**src/cdms_pkg.sv**
```systemverilog
// Package for the decimal-degrees to degrees/minutes/seconds unit.
// Holds the pipeline depth, the scaling constants and the per-stage enable struct.
// No dependencies.
package cdms_pkg;

  localparam int unsigned NUM_STAGES = 9;

  localparam logic [31:0] UNITS_PER_DEG = 32'd10000000;
  localparam logic [31:0] RECIP_MULT    = 32'd3602879702;
  localparam int unsigned RECIP_SHIFT   = 55;
  localparam int unsigned PROD_W        = 63;

  localparam logic [30:0] LAT_LIMIT = 31'd900000000;
  localparam logic [30:0] LON_LIMIT = 31'd1800000000;

  typedef struct packed {
    logic [NUM_STAGES-1:0] en;
  } cdms_adv_t;

endpackage

```
**src/cdms_split.sv**
```systemverilog
// Datapath for one coordinate: clamp, magnitude, then degrees, minutes and
// seconds by reciprocal multiplication over nine register stages. Depends on cdms_pkg.
module cdms_split
  import cdms_pkg::*;
(
  input  logic               clk,
  input  cdms_adv_t          adv,
  input  logic signed [31:0] coord,
  input  logic [30:0]        limit,
  output logic               hemi,
  output logic [7:0]         deg,
  output logic [5:0]         min,
  output logic [5:0]         sec
);

  logic signed [31:0] lim_pos;
  logic signed [31:0] lim_neg;
  logic signed [31:0] clamped;
  logic [31:0]        mag;

  logic              hemi0_r, hemi1_r, hemi2_r, hemi3_r, hemi4_r, hemi5_r, hemi6_r, hemi7_r;
  logic              hemi8_r;
  logic [30:0]       mag0_r, mag1_r;
  logic [PROD_W-1:0] prod1_r, prod4_r, prod7_r;
  logic [PROD_W-1:0] prod1_nxt, prod4_nxt, prod7_nxt;
  logic [7:0]        deg2_r, deg3_r, deg4_r, deg5_r, deg6_r, deg7_r, deg8_r;
  logic [7:0]        deg2_nxt;
  logic [23:0]       rem2_r, rem5_r;
  logic [31:0]       back2, back5;
  logic [30:0]       diff2;
  logic [29:0]       diff5;
  logic [29:0]       scl3_r, scl4_r, scl6_r;
  logic [5:0]        min5_r, min6_r, min7_r, min8_r;
  logic [5:0]        min5_nxt;
  logic [5:0]        sec8_r;

  always_comb begin
    lim_pos = signed'({1'b0, limit});
    lim_neg = -lim_pos;
    priority if (coord > lim_pos) begin
      clamped = lim_pos;
    end else if (coord < lim_neg) begin
      clamped = lim_neg;
    end else begin
      clamped = coord;
    end
    mag = (clamped < 0) ? unsigned'(-clamped) : unsigned'(clamped);
  end

  assign prod1_nxt = PROD_W'(mag0_r) * PROD_W'(RECIP_MULT);
  assign deg2_nxt  = prod1_r[PROD_W-1:RECIP_SHIFT];
  assign back2     = 32'(deg2_nxt) * UNITS_PER_DEG;
  assign diff2     = mag1_r - back2[30:0];
  assign prod4_nxt = PROD_W'(scl3_r) * PROD_W'(RECIP_MULT);
  assign min5_nxt  = prod4_r[RECIP_SHIFT+5:RECIP_SHIFT];
  assign back5     = 32'(min5_nxt) * UNITS_PER_DEG;
  assign diff5     = scl4_r - back5[29:0];
  assign prod7_nxt = PROD_W'(scl6_r) * PROD_W'(RECIP_MULT);

  always_ff @(posedge clk) begin
    if (adv.en[0]) begin
      hemi0_r <= !(clamped > 0);
      mag0_r  <= mag[30:0];
    end
    if (adv.en[1]) begin
      hemi1_r <= hemi0_r;
      mag1_r  <= mag0_r;
      prod1_r <= prod1_nxt;
    end
    if (adv.en[2]) begin
      hemi2_r <= hemi1_r;
      deg2_r  <= deg2_nxt;
      rem2_r  <= diff2[23:0];
    end
    if (adv.en[3]) begin
      hemi3_r <= hemi2_r;
      deg3_r  <= deg2_r;
      scl3_r  <= {rem2_r, 6'b0} - {4'b0, rem2_r, 2'b0};
    end
    if (adv.en[4]) begin
      hemi4_r <= hemi3_r;
      deg4_r  <= deg3_r;
      scl4_r  <= scl3_r;
      prod4_r <= prod4_nxt;
    end
    if (adv.en[5]) begin
      hemi5_r <= hemi4_r;
      deg5_r  <= deg4_r;
      min5_r  <= min5_nxt;
      rem5_r  <= diff5[23:0];
    end
    if (adv.en[6]) begin
      hemi6_r <= hemi5_r;
      deg6_r  <= deg5_r;
      min6_r  <= min5_r;
      scl6_r  <= {rem5_r, 6'b0} - {4'b0, rem5_r, 2'b0};
    end
    if (adv.en[7]) begin
      hemi7_r <= hemi6_r;
      deg7_r  <= deg6_r;
      min7_r  <= min6_r;
      prod7_r <= prod7_nxt;
    end
    if (adv.en[8]) begin
      hemi8_r <= hemi7_r;
      deg8_r  <= deg7_r;
      min8_r  <= min7_r;
      sec8_r  <= prod7_r[RECIP_SHIFT+5:RECIP_SHIFT];
    end
  end

  assign hemi = hemi8_r;
  assign deg  = deg8_r;
  assign min  = min8_r;
  assign sec  = sec8_r;

endmodule

```
**config.mk**
```make
export PLATFORM = sky130hd
export DESIGN_NAME = cdms_split
export DESIGN_NICKNAME = d
export VERILOG_FILES = /design/src/cdms_pkg.sv /design/src/cdms_split.sv
export SDC_FILE = /design/constraint.sdc
export NUM_CORES = 2
export LEC_CHECK = 0
export ABC_AREA = 1
export BUFFER_PORTS_ARGS = -buffer_cell sky130_fd_sc_hd__buf_4
export CAP_MARGIN = 20
export CORE_MARGIN = 4
export CORE_UTILIZATION = 61
export DETAILED_ROUTE_END_ITERATION = 8
export PLACE_DENSITY = 0.85
export SLEW_MARGIN = 20
export SYNTH_ARGS = -nofsm -noshare
export SYNTH_HDL_FRONTEND = slang
export SYNTH_SLANG_ARGS = --single-unit
```
**constraint.sdc**
```tcl
create_clock -name clk -period 6.15 [get_ports clk]
set_input_delay 0.3075 -clock clk [delete_from_list [all_inputs] [get_ports clk]]
set_output_delay 0.3075 -clock clk [all_outputs]
set_load 0.05 [all_outputs]
```
# Word level (Yosys, flattened, before mapping)
# Index checks and enable logic that the tools add are counted.
classes:
  multipliers: 5
  n_bitwise: 0
  n_shift: 0
  add_sub_neg: 6
  n_lt_le_gt_ge: 4
  muxes: 3
  div: 0
  n_eq_ne: 0
  reduce_logical: 1
ops:
  columns: ["cell", "count"]
  rows:
  - ["multiplier 30 x 31 -> 60 bit, second input constant", 2]
  - ["2-to-1 mux 32 bit", 2]
  - ["multiplier 31 x 31 -> 62 bit, second input constant", 1]
  - ["subtractor 30 x 26 -> 30 bit", 2]
  - ["subtractor 24 bit", 2]
  - ["> comparator 32 x 1 -> 1 bit, second input constant", 1]
  - ["> comparator 32 bit", 1]
  - ["less-than comparator 32 x 1 -> 1 bit, second input constant", 1]
  - ["less-than comparator 32 bit", 1]
  - ["negation 31 -> 32 bit", 1]
  - ["2-to-1 mux 31 bit", 1]
  - ["negation 31 bit", 1]
  - ["multiplier 6 x 17 -> 17 bit, second input constant", 1]
  - ["multiplier 8 x 17 -> 17 bit, second input constant", 1]
  - ["zero test 1 bit", 1]
totals:
  ff_bits: 464
  output_inout_bits: 21
  ramBits: 0
  input_bits: 73
  latch_bits: 0
  mem_bits_ro: 0
  n_memories: 0

# Logic depth before layout (Yosys ltp)
depth:
  depth_word: 6
  mapped_depth: 32

# Least setup slack after synthesis
# Ideal clock, no wire load.
synth_timing:
  path_type: "reg2reg"
  start: "register mag0_r[16]"
  end: "register prod1_r[61] (data pin)"
  setup_time_ns: 0.259
  t_arrival_ns: 6.003
  setup_slack_ns: -0.111
  stages_incl_launch_ff: 25
  cell_sequence: "edfxtp_1 -> ha_1 -> inv_1 -> fa_1 -> inv_1 -> fa_1 -> inv_1 -> fa_1 -> inv_1 -> fa_1 -> fa_1 -> fa_1 -> fa_1 -> ha_1 -> nand2_1 -> o21a_1 -> o21ai_0 -> a31oi_1 -> o21a_1 -> o21bai_1 -> nand2_1 -> nand2_1 -> nand2_1 -> nand4_1 -> xor2_1"
synth_between:
  elab_chain_cells: 1
synth_lines:
  columns: ["element", "line", "text"]
  rows:
  - ["from (decl)", "cdms_split.sv:23", "logic [30:0] mag0_r, mag1_r;"]
  - ["from (signal assigned)", "cdms_split.sv:63", "mag0_r <= mag[30:0];"]
  - ["multiplier 31 x 31 -> 62 bit", "cdms_split.sv:50", "assign prod1_nxt = PROD_W'(mag0_r) * PROD_W'(RECIP_MULT);"]
  - ["via prod1_nxt[61]", "cdms_split.sv:25", "logic [PROD_W-1:0] prod1_nxt, prod4_nxt, prod7_nxt;"]
  - ["to (signal assigned)", "cdms_split.sv:68", "prod1_r <= prod1_nxt;"]
  - ["to (decl)", "cdms_split.sv:24", "logic [PROD_W-1:0] prod1_r, prod4_r, prod7_r;"]
# The timed path passes the listed nets, and every way through them passes these cells.
# A chain may end at the register's enable or synchronous reset.

# Final worst setup path
layout_timing:
  start: "register scl6_r[22]"
  end: "register prod7_r[56] (data pin)"
layout_between:
  elab_chain_cells: 1
layout_lines:
  columns: ["element", "line", "text"]
  rows:
  - ["from (decl)", "cdms_split.sv:32", "logic [29:0] scl3_r, scl4_r, scl6_r;"]
  - ["from (signal assigned)", "cdms_split.sv:96", "scl6_r <= {rem5_r, 6'b0} - {4'b0, rem5_r, 2'b0};"]
  - ["multiplier 30 x 31 -> 60 bit", "cdms_split.sv:58", "assign prod7_nxt = PROD_W'(scl6_r) * PROD_W'(RECIP_MULT);"]
  - ["via prod7_nxt[56]", "cdms_split.sv:25", null]
  - ["to (signal assigned)", "cdms_split.sv:102", "prod7_r <= prod7_nxt;"]
  - ["to (decl)", "cdms_split.sv:24", null]
# The timed path passes the listed nets, and every way through them passes these cells.

==> reports/results.txt <==
status: complete, but fails checks
failing checks: setup timing
total grt overflow: 0
Synth area leader: fa_1
via/cell ratio: 5.746
max incr delay on CP: 0.62 ns
vias in the first global route: 58.91k
Synth Register Bits: 292
final clock skew: 0.03846 ns
syn_area_per_cell: 9.718 µm²
worst path buffer plus inverter count: 5
clk sinks: 292
sequential share of the synthesized area: 0.1310
top cell type's share of synthesized area: 0.3716
Remaining DRCs: 0
starting DRC count in detailed routing: 5201
die area: 115100 µm²
IO Count: 94
WL final: 224900 µm
Slew HR: 0.4033
Final Util: 0.7476
Main synth FF type: edfxtp_1
synth top area cells: fa_1 37%, ha_1 22%, edfxtp_1 13%, inv_1 12%, nand2_1 3.9%
Synth Warn #: 0
worst endpoint data arrival time: 7.06 ns
Slew Limit Fails: 0
post-detailed-route count of antenna-violating nets: 0
Post-DP HPWL: 183000 µm
Mapped Cells: 6886
H-tree depth: 2
CTS tree: built
# rows: 121
CP most frequent cell: fa_2
Starting Density: 0.6148
Fin. Hold Viols: 0
layout cells sized above 1: 0.2189
Period Utilization, post-route: 1.094
CP Max Fanout: 3
initial antenna violation count: 8
finished layout cell area: 81370 µm²
Final TNS setup: -7.758 ns
placed cell area: 75910 µm²
clock root buffer: clkbuf_16
Syn-to-layout area delta: 21.60%
synth unique cells: 56
die width: 339.2 µm
Max Cap Viol: 0
Vias: 54.27k
IO buf count: 93
fillcell total: 6875
Placeable Area: 108900 µm²
number of flops mapped to enable cells by yosys: 292
Syn Nets: 9391
Least-Margin Pin Slew: 0.8938 ns
clock latency on the worst-skew pair: 0.60 ns
Max Clock Freq: 148.7 MHz
CP Capture Type: register
Cell Chain, Critical Path: fa_1 -> buf_4 -> inv_4 -> fa_1 -> inv_2 -> fa_2 -> fa_2 -> fa_2 -> fa_2 -> fa_2 -> ha_4 -> ha_4 -> nand2_2 -> nor2_2 -> a211oi_2 -> o21bai_1 -> a21oi_1 -> o21ai_2 -> buf_4 -> a21oi_1 -> o211ai_1 -> buf_4 -> xor2_4
highest-delay cell along the critical path: fa_1
cell area after synthesis: 66920 µm²
commonest non-fill, non-tap cells in the layout: 2013 x inv_1, 1149 x fa_1, 1038 x ha_1
Crit path required time: 6.48 ns
post-cts hold buffer count: 0
Total Routing Usage GR: 0.3787
most common cell after layout, fill and taps aside: inv_1
Total Nets Final: 10.50k
Final setup viols: 20
first-pass GRT wire length: 331600 µm
ys async rst share: 0
worst setup margin: -0.5769 ns
Worst setup SP type: register
RSZ-0062 raised after global routing: true
CP top delay family: adder cells
Die H: 339.2 µm
Num CTS Buffers: 36
WL per Instance: 23.81 µm
First-pass DRT Iterations: 7
Final GP Congestion: 1.064
largest net degree at the start of global routing: 60
CTS clk-pin slew, worst paths: 0.07 ns
Worst Setup Path Type: reg -> reg
Hold Path Class: in -> reg
min cycle time layout: 6.727 ns
clock buffer depth: 3
==> stage by stage <==
stage          setup WS [ns]  hold slack (ns)  std cells
6_report             -0.5769           0.1108       9445
2_1_floorplan       -0.01498           0.4003       6886
3_3_place_gp         -0.6029           0.4005       9244
3_5_place_dp         -0.7014           0.4045       9244
5_1_grt              -0.7419           0.1195       9442
4_1_cts              -0.4209           0.1006       9387
==> final cells by class <==
cell class | count | area, µm² | share of cell area
antenna | 5 | 12.51 | 0.0001538
timing repair buffer | 1097 | 8512 | 0.1046
tap | 1414 | 1769 | 0.02174
inverter | 2103 | 7914 | 0.09725
clock buffer | 41 | 919.6 | 0.01130
multi-input combinational | 4469 | 53230 | 0.6542
sequential | 292 | 8768 | 0.1078
clock inverter | 24 | 247.7 | 0.003044
==> state kept, by name, indices dropped and copies added, names as in the netlist, 7 cells and up <==
name / flops
rem5_r: 22
prod1_r: 8
mag0_r: 31
prod4_r: 7
scl4_r: 21
scl6_r: 26
deg7_r: 8
rem2_r: 24
scl3_r: 28
deg3_r: 8
deg4_r: 8
deg5_r: 8
deg2_r: 8
deg6_r: 8
deg: 8
mag1_r: 24
==> cells in the mapped netlist, types with 3 or more instances <==
library cell,instances
o21bai_1,13
a21boi_0,12
nor3_1,44
a221oi_1,6
a211oi_1,11
edfxtp_1,292
a21o_1,20
nor2_2,14
o21ai_1,13
nand2_1,687
buf_6,3
nand2_2,19
nor2_1,272
nand3_2,8
nand2_4,3
o221ai_1,5
nand3_1,143
o31ai_1,10
a31oi_1,18
o21a_1,17
a21oi_1,278
o21ai_0,131
nand3b_1,6
xor2_1,130
nand4_1,45
ha_1,1190
inv_1,2098
o311ai_0,3
buf_4,5
fa_1,1242
o21ai_2,3
buf_2,13
inv_2,3
o211ai_1,16
or2_2,9
xnor2_1,60
nor4_1,17
o2111ai_1,4
==> cell families after synthesis <==
family	after synthesis	synth area share
and+or+nand+nor	1274	0.08090
DFF	292	0.1310
buffers and inverters	2125	0.1203
xor gates and xnor gates	191	0.02511
AOI/OAI and AO/OA	572	0.04860
adders and majority gates	2432	0.5941
==> metal layers <==
| metal | part of all wire | track usage | routed length, µm | vias to the layer above |
|---|---|---|---|---|
| li1 | - | - | - | 23420 |
| met1 | 0.36 | 0.4806 | 81390 | 26470 |
| met2 | 0.45 | 0.6100 | 101400 | 3342 |
| met3 | 0.11 | 0.08955 | 25230 | 1035 |
| met4 | 0.075 | 0.1952 | 16870 | 4 |
| met5 | 0.00012 | 0 | 26 | - |
==> worst paths after layout <==
kind / startpoint / endpoint / slack, ns / depth (start not counted)
max: scl6_r[22] / prod7_r[56] / -0.58 / 23
min: adv[8] / sec[0] / 0.11 / 1
max reg2reg: scl6_r[22] / prod7_r[56] / -0.58 / 23
min reg2reg: mag1_r[0] / rem2_r[0] / 0.40 / 0
==> worst reg2reg max path: stages (launching register included) <==
cell and delay (ns):
edfxtp_1 0.51, fa_1 0.62, buf_4 0.14, inv_4 0.04
fa_1 0.49, inv_2 0.04, fa_2 0.60, fa_2 0.48
fa_2 0.42, fa_2 0.45, fa_2 0.60, ha_4 0.15
ha_4 0.20, nand2_2 0.09, nor2_2 0.05, a211oi_2 0.22
o21bai_1 0.16, a21oi_1 0.25, o21ai_2 0.11, buf_4 0.17
a21oi_1 0.12, o211ai_1 0.19, buf_4 0.21, xor2_4 0.16
==> timing repair <==
item | 4_1_cts | 5_1_grt
gates resized for setup | 456 | 252
pin swaps | 259 | 216
setup endpoints to repair | 20 | 20
setup buffers | 84 | 55
cloned | 0 | 0
Power is left out: the tool's default activity adds up to more than one toggle a clock period on the data nets, which glitch-free logic cannot reach.
