==> src/cdms_pkg.sv <==
// Package for the decimal-degrees to degrees/minutes/seconds unit.
// Holds the pipeline depth, the scaling constants and the per-stage enable struct.
// No dependencies.
package cdms_pkg;

  localparam int unsigned NUM_STAGES = 9;

  localparam logic [31:0] UNITS_PER_DEG = 32'd10000000;
  localparam logic [31:0] RECIP_MULT    = 32'd3602879702;
  localparam int unsigned RECIP_SHIFT   = 55;
  localparam int unsigned PROD_W        = 63;

  localparam logic [30:0] LAT_LIMIT = 31'd900000000;
  localparam logic [30:0] LON_LIMIT = 31'd1800000000;

  typedef struct packed {
    logic [NUM_STAGES-1:0] en;
  } cdms_adv_t;

endpackage

==> src/cdms_ctrl.sv <==
// Pipeline control: one valid bit per stage and the per-stage load enables.
// Depends on cdms_pkg.
module cdms_ctrl
  import cdms_pkg::*;
(
  input  logic      clk,
  input  logic      rst_n,
  input  logic      in_valid,
  output logic      in_ready,
  output logic      out_valid,
  input  logic      out_ready,
  output cdms_adv_t adv
);

  logic [NUM_STAGES-1:0] valid_r;
  logic [NUM_STAGES-1:0] valid_nxt;
  logic [NUM_STAGES-1:0] en;

  // A stage loads when it is empty or when its word moves on.
  always_comb begin
    en[NUM_STAGES-1] = !valid_r[NUM_STAGES-1] || out_ready;
    for (int i = NUM_STAGES - 2; i >= 0; i--) begin
      en[i] = !valid_r[i] || en[i+1];
    end
  end

  always_comb begin
    valid_nxt[0] = en[0] ? in_valid : valid_r[0];
    for (int i = 1; i < NUM_STAGES; i++) begin
      valid_nxt[i] = en[i] ? valid_r[i-1] : valid_r[i];
    end
  end

  always_ff @(posedge clk) begin
    if (!rst_n) begin
      valid_r <= '0;
    end else begin
      valid_r <= valid_nxt;
    end
  end

  assign adv.en    = en;
  assign in_ready  = en[0];
  assign out_valid = valid_r[NUM_STAGES-1];

endmodule

==> config.mk <==
export PLATFORM = sky130hd
export DESIGN_NAME = cdms_ctrl
export DESIGN_NICKNAME = d
export VERILOG_FILES = /design/src/cdms_pkg.sv /design/src/cdms_ctrl.sv
export SDC_FILE = /design/constraint.sdc
export NUM_CORES = 1
export LEC_CHECK = 0
export BUFFER_PORTS_ARGS = -buffer_cell sky130_fd_sc_hd__buf_2
export CAP_MARGIN = 15
export CORE_AREA = 3 3 40 42
export DETAILED_ROUTE_END_ITERATION = 16
export DIE_AREA = 0 0 43 45
export GPL_ROUTABILITY_DRIVEN = 0
export PLACE_DENSITY_LB_ADDON = 0.08
export SLEW_MARGIN = 5
export SYNTH_ARGS = -nofsm -noshare
export SYNTH_HDL_FRONTEND = slang
export SYNTH_SLANG_ARGS = --single-unit
==> constraint.sdc <==
create_clock -name clk -period 1.5 [get_ports clk]
set_clock_uncertainty 0.05 [all_clocks]
set_input_delay 0.075 -clock clk [delete_from_list [all_inputs] [get_ports clk]]
set_output_delay 0.075 -clock clk [all_outputs]
set_load 0.05 [all_outputs]
Word level (Yosys, flattened, before mapping)
Index checks and enable logic that the tools add are counted. W data, S select, Z words.

Register bits: 9. Input bits: 4. Output and inout port bits: 11.

Reductions and logical operators: 18.

Operators by type and width (number): $logic_not A1 Y1 (9); $logic_or A1 B1 Y1 (9).

Depth between registers and ports, before layout
Gate-level depths: netlist of run 1.

Word-level depth: 10. Depth in mapped cells: 5. Mapped depth without buffers: 5.

Least setup slack after synthesis of run 1
Ideal clock, no wire load.

Path type: reg2out. Start point: register valid_r[8]. End point: output adv[0] (netlist name). Cell stages (with the launch flop): 6. Arrival time: 2.143 ns. Data required time: 1.375 ns. Slack: -0.768 ns. Cells stage by stage: dfxtp_1 and3b_2 inv_2 nor3_4 nand3_1 buf_4.

RTL lines: from (decl) (line cdms_ctrl.sv:15) `logic [NUM_STAGES-1:0] valid_r;`; from (signal assigned) (line cdms_ctrl.sv:38) `valid_r <= valid_nxt;`; to (decl) (line cdms_ctrl.sv:12) `output cdms_adv_t adv`.

Worst setup path after layout of run 1
Start point: register valid_r[8]. End point: output in_ready.

Longest elaborated chain between the ends: 10.

RTL lines: $logic_not A1 Y1 (line cdms_ctrl.sv:21) `en[NUM_STAGES-1] = !valid_r[NUM_STAGES-1] || out_ready;`; $logic_or A1 B1 Y1 (line cdms_ctrl.sv:21); $logic_or A1 B1 Y1 (8 in a row) (line cdms_ctrl.sv:23) `en[i] = !valid_r[i] || en[i+1];`; to (decl) (line cdms_ctrl.sv:9) `output logic in_ready,`.

No other way between the ends.

==> impl_metrics.json, run 1 <==
{
  "final_util_pct": 45.57,
  "hold_viol": 0,
  "drive_above_1_share_pct": 53.03,
  "die_y_um": 45,
  "grt_overflow": 0,
  "powerDensity_nw_per_um2": 766.6,
  "start_util_pct": 29.31,
  "outcome": "finished with violations",
  "tightest_slew_ns": 0.2693,
  "largest-register": "valid_r",
  "path_class": "flip-flop to primary output",
  "grt_pass1_wl_mm": 1.262,
  "drc": 0,
  "setup_viol": 2,
  "slowest_stage": "dfxtp_4",
  "seq_area_frac_synth_pct": 47.84,
  "period_needed_ns": 1.502,
  "clkPwrFrac_pct": 41.1,
  "tns_ns": -0.002343,
  "grt_start_max_net_pins": 14,
  "max_freq_ghz": 0.6660,
  "holdCritPathClass": "primary input to flip-flop",
  "largest_reg_flops": 9,
  "synthCells": 44,
  "fp.dieW_um": 43,
  "vias": 352,
  "ys_ff_latch": 9,
  "fin_area_um2": 585.6,
  "diodes": 0,
  "syn_area_per_cell_um2": 8.559,
  "yosys_warnings": 0,
  "finalCritPeriodShare_pct": 100.1,
  "numClockSinks": 9,
  "cp-start-kind": "flip-flop",
  "sequentialPowerShare_pct": 55.0,
  "numCtsBuffers": 3,
  "clk_path_buf_depth": 2,
  "cts_tree": "built",
  "clkTransAtPathRegs_ns": 0.06,
  "ant_nets": 0,
  "required_ns": 1.37,
  "clock_latency_ns": 0.25,
  "grt_pass1_vias": 317,
  "clock-root-buffer": "clkbuf_4",
  "crit_path_max_incr_delay_ns": 0.34,
  "rsz0062_at_grt": "true",
  "ys_types": 17,
  "fin_ws_ns": -0.001528,
  "syn_to_final_growth_pct": 55.48,
  "violations": "negative setup slack",
  "p_leak_nw": 0.2274,
  "pwr-share-comb_pct": 3.9,
  "syn_area_um2": 376.6,
  "crit_arrival_ns": 1.38,
  "antenna_found_initial": 0,
  "placed_cell_area_um2": 480.5,
  "rows": 13,
  "synth_nets": 48,
  "wl_per_cell_um": 10.09,
  "critPathMaxFanout": 4,
  "end_kind": "primary output",
  "nets": 71,
  "numPortBuffers": 14,
  "routed_wl_um": 817,
  "peakVddDrop_uv": 302.3,
  "pin_count": 15,
  "die_area_um2": 1935,
  "first_iter_violations": 0,
  "dr.pass1.iters": 1,
  "routed_via_density": 4.346,
  "p_sw_mw": 0.09601,
  "hpwl_um": 558.6,
  "power.internal_mw": 0.3529,
  "maxCapViolCount": 0,
  "maxSlewViolCount": 0,
  "switching_share_pct": 21.39,
  "reg_top3": "valid_r x9",
  "core_area_um2": 1285,
  "track_usage_pct": 9.114,
  "htreeDepth": 1,
  "r2r_setup_slack_ns": 0.09,
  "crit_chain": "and3b_2 -> inv_6 -> nor3_4 -> nand3_4 -> buf_6",
  "max_slew_margin_pct": 81.99
}
power by group through the flow:
stage / registers [mW] / clock network, mW / logic [mW]
3_5_place_dp: 0.252 / 0 / 0.0155
2_1_floorplan: 0.251 / 0 / 0.00948
4_1_cts: 0.246 / 0.197 / 0.0174
6_report: 0.247 / 0.185 / 0.0174
3_3_place_gp: 0.252 / 0 / 0.0158
5_1_grt: 0.247 / 0.213 / 0.0196
placed cells by master (no fill, tap or decap), types with 2 or more instances in the layout:
| cell type | instances |
|---|---|
| dfxtp_2 | 2 |
| o21ai_2 | 2 |
| o21a_1 | 3 |
| buf_6 | 3 |
| dfxtp_1 | 6 |
| inv_2 | 2 |
| clkbuf_4 | 3 |
| buf_4 | 5 |
| o21ai_1 | 2 |
| nand2_1 | 10 |
| nand3_1 | 3 |
| buf_2 | 10 |
routing by layer:
metal	global-route usage, %	vias up	routed length (um)
li1	-	186	-
met4	5.422	0	0
met3	5.179	0	64
met5	0	-	0
met1	10.73	157	362
met2	12.87	9	390
cell families (layout without fill, tap and decap cells):
logic type | Yosys count | after routing | synth area share, %
AND/OR/NAND/NOR | 20 | 20 | 28.58
AO/OA/AOI/OAI | 9 | 9 | 16.61
flip-flops | 9 | 9 | 47.84
buffers and inverters | 6 | 28 | 6.975
per-stage QoR:
step	std cells	hold slack, ns	worst slack [ns]	power [mW]
6_report	81	0.06529	-0.001528	0.4489
5_1_grt	81	0.09110	-0.07415	0.4795
4_1_cts	79	0.06312	-0.08500	0.4612
3_5_place_dp	71	0.2315	0.1974	0.2675
3_3_place_gp	71	0.2334	0.2120	0.2680
2_1_floorplan	44	0.1376	-0.06323	0.2607
final cells by class:
type,instances,area [um2]
Clock buffer,4,26.28
Fill cell,137,699.4
Inverter,4,20.02
Multi-Input combinational cell,29,187.7
Sequential cell,9,186.4
Tap cell,15,18.77
Timing Repair Buffer,20,146.4
cells in the mapped netlist:
cell      count  area, um2
a21boi_0      1      7.510
a21oi_1       1      5.000
and3b_2       1      10.01
buf_4         1      7.510
clkbuf_1      1      3.750
dfxtp_1       9      180.2
inv_1         1      3.750
inv_2         3      11.26
nand2_1      10      37.54
nand2b_1      1      6.260
nand3_1       5      25.02
nor2_2        1      6.260
nor2b_1       1      6.260
nor3_4        1      16.27
o21a_1        3      22.52
o21ai_1       2      10.01
o21ai_2       2      17.52
timing repair:
action / in CTS / in global routing
hold endpoints to repair: 1 / 0
endpoints found under the setup margin: 7 / 7
hold buffers: 1 / 0
buffers inserted: 3 / 2
pin swaps: 1 / 1
gates resized for setup: 9 / 2
final timing paths:
| kind | endpoint | cells after the start | start |
|---|---|---|---|
| max | in_ready | 5 | valid_r[8] |
| min | valid_r[8] | 3 | out_ready |
| max reg2reg | valid_r[0] | 7 | valid_r[8] |
| min reg2reg | valid_r[8] | 2 | valid_r[7] |
critical path, delay by kind of cell, from the launching register on:
family        cells  cell delay, ns
buf+inv           2            0.21
flops             1            0.34
simple gates      3            0.56
(Power assumes the default switching activity.)
==> run 2: changes to the inputs <==
BUFFER_PORTS_ARGS = -buffer_cell sky130_fd_sc_hd__buf_4   (was -buffer_cell sky130_fd_sc_hd__buf_2)
REMOVE_ABC_BUFFERS = 1   (was default)
==> impl_metrics.json, run 2 (same netlist as run 1, synthesis figures left out) <==
{
  "htreeDepth": 1,
  "drc": 0,
  "grt_overflow": 0,
  "numCtsBuffers": 3,
  "wl_per_cell_um": 10.15,
  "whs_path_depth": 3,
  "largest_reg_flops": 9,
  "busiest_layer": "met2",
  "maxCapViolCount": 0,
  "outcome": "finished, final reports clean",
  "nets": 68,
  "fillerInstances": 148,
  "dp.cells": 71,
  "grt_pass1_vias": 329,
  "clock_latency_ns": 0.25,
  "grt_pass1_wl_mm": 1.255,
  "start_util_pct": 29.31,
  "diodes": 0,
  "final_common_cell": "buf_4",
  "die_area_um2": 1935,
  "track_usage_pct": 9.699,
  "dr.pass1.iters": 3,
  "numClockSinks": 9,
  "fp.dieW_um": 43,
  "clk_path_buf_depth": 2,
  "die_y_um": 45,
  "grt_start_max_net_pins": 14,
  "ant_nets": 0,
  "use_met3_pct": 4.781,
  "routed_wl_um": 792,
  "reg_top3": "valid_r x9",
  "setup_viol": 0,
  "max_freq_ghz": 0.6686,
  "cpLargestDelayFamily": "simple AND/OR/NAND/NOR gates",
  "placed_cell_area_um2": 489.2,
  "crit_path_max_incr_delay_ns": 0.33,
  "powerDensity_nw_per_um2": 799.5,
  "rows": 13,
  "slowest_stage": "dfxtp_2",
  "first_iter_violations": 6,
  "routed_via_density": 4.500,
  "worst-path-buf-inv": 2,
  "antenna_found_initial": 0,
  "numPortBuffers": 14,
  "peakVddDrop_uv": 398.5,
  "holdCritPathClass": "primary input to flip-flop",
  "drive_above_1_share_pct": 49.21,
  "core_area_um2": 1285,
  "pin_count": 15,
  "path_class": "flip-flop to primary output",
  "hold_viol": 0,
  "max_slew_margin_pct": 83.67,
  "rsz0062_at_grt": "true",
  "maxSlewViolCount": 0,
  "tightest_slew_ns": 0.2441,
  "p_leak_nw": 0.2231,
  "crit_arrival_ns": 1.37,
  "largest-register": "valid_r",
  "stdcell_count": 78,
  "required_ns": 1.37,
  "grt_use_met2_pct": 14.37,
  "power_mw": 0.4511,
  "period_needed_ns": 1.496,
  "clock-root-buffer": "clkbuf_4",
  "cts_tree": "built",
  "fin_area_um2": 564.3,
  "use_met1_pct": 9.268,
  "critPathMaxFanout": 4,
  "syn_to_final_growth_pct": 49.83,
  "finalCritPeriodShare_pct": 99.72,
  "cp.depth": 5,
  "final_cell_mix": "buf_4, nand2_1, dfxtp_1",
  "clkTransAtPathRegs_ns": 0.06,
  "cp-start-kind": "flip-flop",
  "vias": 351,
  "rr_worst_depth": 6,
  "end_kind": "primary output",
  "hpwl_um": 547.5,
  "crit_chain": "and3b_2 -> inv_2 -> nor3_4 -> nand3_2 -> buf_6"
}
==> run 2: changes by cell type in the layout (fill, tap and decap cells not counted), sizes merged <==
cell and delta:
buf -3
==> run 2: per-stage QoR <==
stage | setup slack (ns) | util (%) | TNS (ns) | hold WS [ns]
2_1_floorplan | -0.7210 | - | -3.259 | 0.1376
3_3_place_gp | 0.1583 | 38.07 | 0 | 0.2278
3_5_place_dp | 0.1628 | 38.07 | 0 | 0.2290
4_1_cts | 0.002346 | 42.65 | 0 | 0.06444
5_1_grt | -0.09794 | 43.91 | -0.3678 | 0.07029
6_report | 0.004268 | 43.91 | 0 | 0.07049
==> run 2: area by class of cell <==
type	count	area, um2	area share (%)
Multi-Input combinational cell	29	175.2	31.04
Inverter	4	15.01	2.661
Sequential cell	9	183.9	32.59
Clock buffer	4	26.28	4.656
Timing Repair Buffer	17	145.1	25.72
Tap cell	15	18.77	3.326
==> run 2: path summary, 6_finish.rpt <==
path | from | slack [ns] | to
setup / recovery | valid_r[8] | 0.004 | in_ready
hold / removal | out_ready | 0.07 | valid_r[8]
setup reg to reg | valid_r[8] | 0.26 | valid_r[0]
hold reg to reg | valid_r[7] | 0.40 | valid_r[8]
==> run 2: what timing repair did <==
action                                 CTS  global route
hold buffers                             1             0
resized for setup                        5             3
setup endpoints to repair                6             7
pin swaps                                3             1
endpoints found under the hold margin    1             0
buffers inserted                         1             1
==> run 2: where the power goes <==
part | leakage (nW) | switching [mW] | internal, mW
clock network | 0.0150 | 0.0815 | 0.102
logic | 0.134 | 0.00836 | 0.0111
registers | 0.0746 | 0.00443 | 0.243
total | 0.223 | 0.0943 | 0.357
==> run 2: worst register-to-register path, cell delays in order, from the launching register on <==
cell     delay [ns]
dfxtp_2        0.33
and3b_2        0.20
inv_2          0.06
nor3_4         0.20
inv_2          0.09
buf_4          0.14
o21ai_2        0.11
==> run 2: routing by layer <==
metal,share of wire (%),vias up
met4,1.5,0
met3,8.3,2
li1,-,185
met1,46,154
met5,0,-
met2,44,10
==> run 3: changes to the inputs <==
==> constraint.sdc (replaced) <==
create_clock -name clk -period 1.5 [get_ports clk]
set_clock_uncertainty 0.05 [all_clocks]
set_input_delay 0.15 -clock clk [delete_from_list [all_inputs] [get_ports clk]]
set_output_delay 0.15 -clock clk [all_outputs]
set_load 0.05 [all_outputs]
==> impl_metrics.json, run 3 (same netlist as run 1, synthesis figures left out) <==
{
  "crit_arrival_ns": 1.38,
  "power.internal_mw": 0.3556,
  "fp.dieW_um": 43,
  "powerDensity_nw_per_um2": 773.2,
  "core_area_um2": 1285,
  "numCtsBuffers": 3,
  "clock-root-buffer": "clkbuf_4",
  "setup_viol": 4,
  "start_util_pct": 29.31,
  "period_needed_ns": 1.581,
  "whs_path_depth": 3,
  "max_freq_ghz": 0.6326,
  "grt_start_max_net_pins": 14,
  "cts_tree": "built",
  "drive_above_1_share_pct": 53.85,
  "numClockSinks": 9,
  "htreeDepth": 1,
  "syn_to_final_growth_pct": 55.15,
  "final_common_cell": "buf_4",
  "crit_path_start": "valid_r[7]",
  "rsz0062_at_grt": "true",
  "vias": 353,
  "violations": "negative setup slack",
  "final_util_pct": 45.47,
  "grt_pass1_wl_mm": 1.428,
  "required_ns": 1.30,
  "outcome": "finished with violations",
  "max_slew_margin_pct": 83.73,
  "diodes": 0,
  "drc": 0,
  "p_leak_nw": 0.2384,
  "routed_wl_um": 815,
  "end_kind": "primary output",
  "largest_reg_flops": 9,
  "finalCritPeriodShare_pct": 105.4,
  "regArea_um2": 185.2,
  "rr_worst_depth": 6,
  "pin_count": 15,
  "peakVddDrop_uv": 368.8,
  "sequentialPowerShare_pct": 54.8,
  "antenna_found_initial": 0,
  "tightest_slew_ns": 0.2433,
  "clk_path_buf_depth": 2,
  "min_from": "in_valid",
  "fillerInstances": 142,
  "grt_overflow": 0,
  "die_area_um2": 1935,
  "clkPwrFrac_pct": 41.2,
  "multiInputGateArea_um2": 175.2,
  "p_sw_mw": 0.09617,
  "track_usage_pct": 10.34,
  "rows": 13,
  "clock_latency_ns": 0.26,
  "final_cell_mix": "buf_4, nand2_1, dfxtp_1",
  "first_iter_violations": 3,
  "fin_ws_ns": -0.08087,
  "reg_top3": "valid_r x9",
  "maxCapViolCount": 0,
  "routed_via_density": 4.413,
  "switching_share_pct": 21.29,
  "ant_nets": 0,
  "grt_pass1_vias": 332,
  "cp-start-kind": "flip-flop",
  "path_class": "flip-flop to primary output",
  "clkTransAtPathRegs_ns": 0.06,
  "wl_per_cell_um": 10.19,
  "pwr-share-comb_pct": 4.1,
  "power_mw": 0.4518,
  "critPathMaxFanout": 4,
  "dr.pass1.iters": 2,
  "hold_viol": 0,
  "hpwl_um": 604,
  "numPortBuffers": 14,
  "nets": 70,
  "largest-register": "valid_r",
  "holdCritPathClass": "primary input to flip-flop",
  "die_y_um": 45,
  "r2r_start": "valid_r[7]",
  "maxSlewViolCount": 0
}
==> run 3: final cells by class <==
type	count	share of cell area, %
Sequential cell	9	31.69
Tap cell	15	3.212
Timing Repair Buffer	19	27.62
Clock buffer	4	4.497
Inverter	4	2.998
Multi-Input combinational cell	29	29.98
==> run 3: routing by layer <==
layer	up-vias	GRT usage (%)	share of wire, %
li1	184	-	-
met1	157	13.56	47
met2	12	13.77	44
met3	0	6.375	8.8
met4	0	3.614	0
met5	-	0	0
==> run 3: path summary, 6_finish.rpt <==
path                              endpoint  slack, ns
worst max-delay path              in_ready      -0.08
worst min-delay path            valid_r[0]       0.04
worst max register to register  valid_r[0]       0.27
worst min register to register  valid_r[3]       0.39
==> run 3: power by group through the flow <==
stage,Sequential [mW],Clock (mW),Combinational (mW)
after floorplan,0.252,0,0.00645
after global placement,0.253,0,0.0183
after detailed placement,0.252,0,0.0188
after CTS,0.247,0.196,0.0189
after global routing,0.248,0.204,0.0211
final,0.247,0.186,0.0183
==> run 3: worst max-delay path, stage by stage, from the launching register on <==
cell,delay [ns]
dfxtp_2,0.32
and3b_2,0.22
inv_4,0.05
nor3_4,0.20
nand3_2,0.15
buf_6,0.18
==> run 3: timing repair <==
action / in CTS / in global routing
resized for setup: 9 / 2
endpoints found under the hold margin: 0 / 0
pin swaps: 4 / 0
endpoints found under the setup margin: 7 / 7
setup buffers: 3 / 1
hold buffers: 0 / 0
==> run 3: stage by stage <==
step | setup slack [ns] | TNS, ns | std cells | area (um2) | hold slack (ns)
2_1_floorplan | -0.7960 | -3.784 | 42 | 365.4 | 0.2126
3_3_place_gp | 0.08694 | 0 | 72 | 496.7 | 0.3010
3_5_place_dp | 0.07342 | 0 | 72 | 496.7 | 0.3026
4_1_cts | -0.09854 | -0.2491 | 79 | 573.1 | 0.03441
5_1_grt | -0.1465 | -0.6370 | 80 | 584.3 | 0.04551
6_report | -0.08087 | -0.1886 | 80 | 584.3 | 0.04172
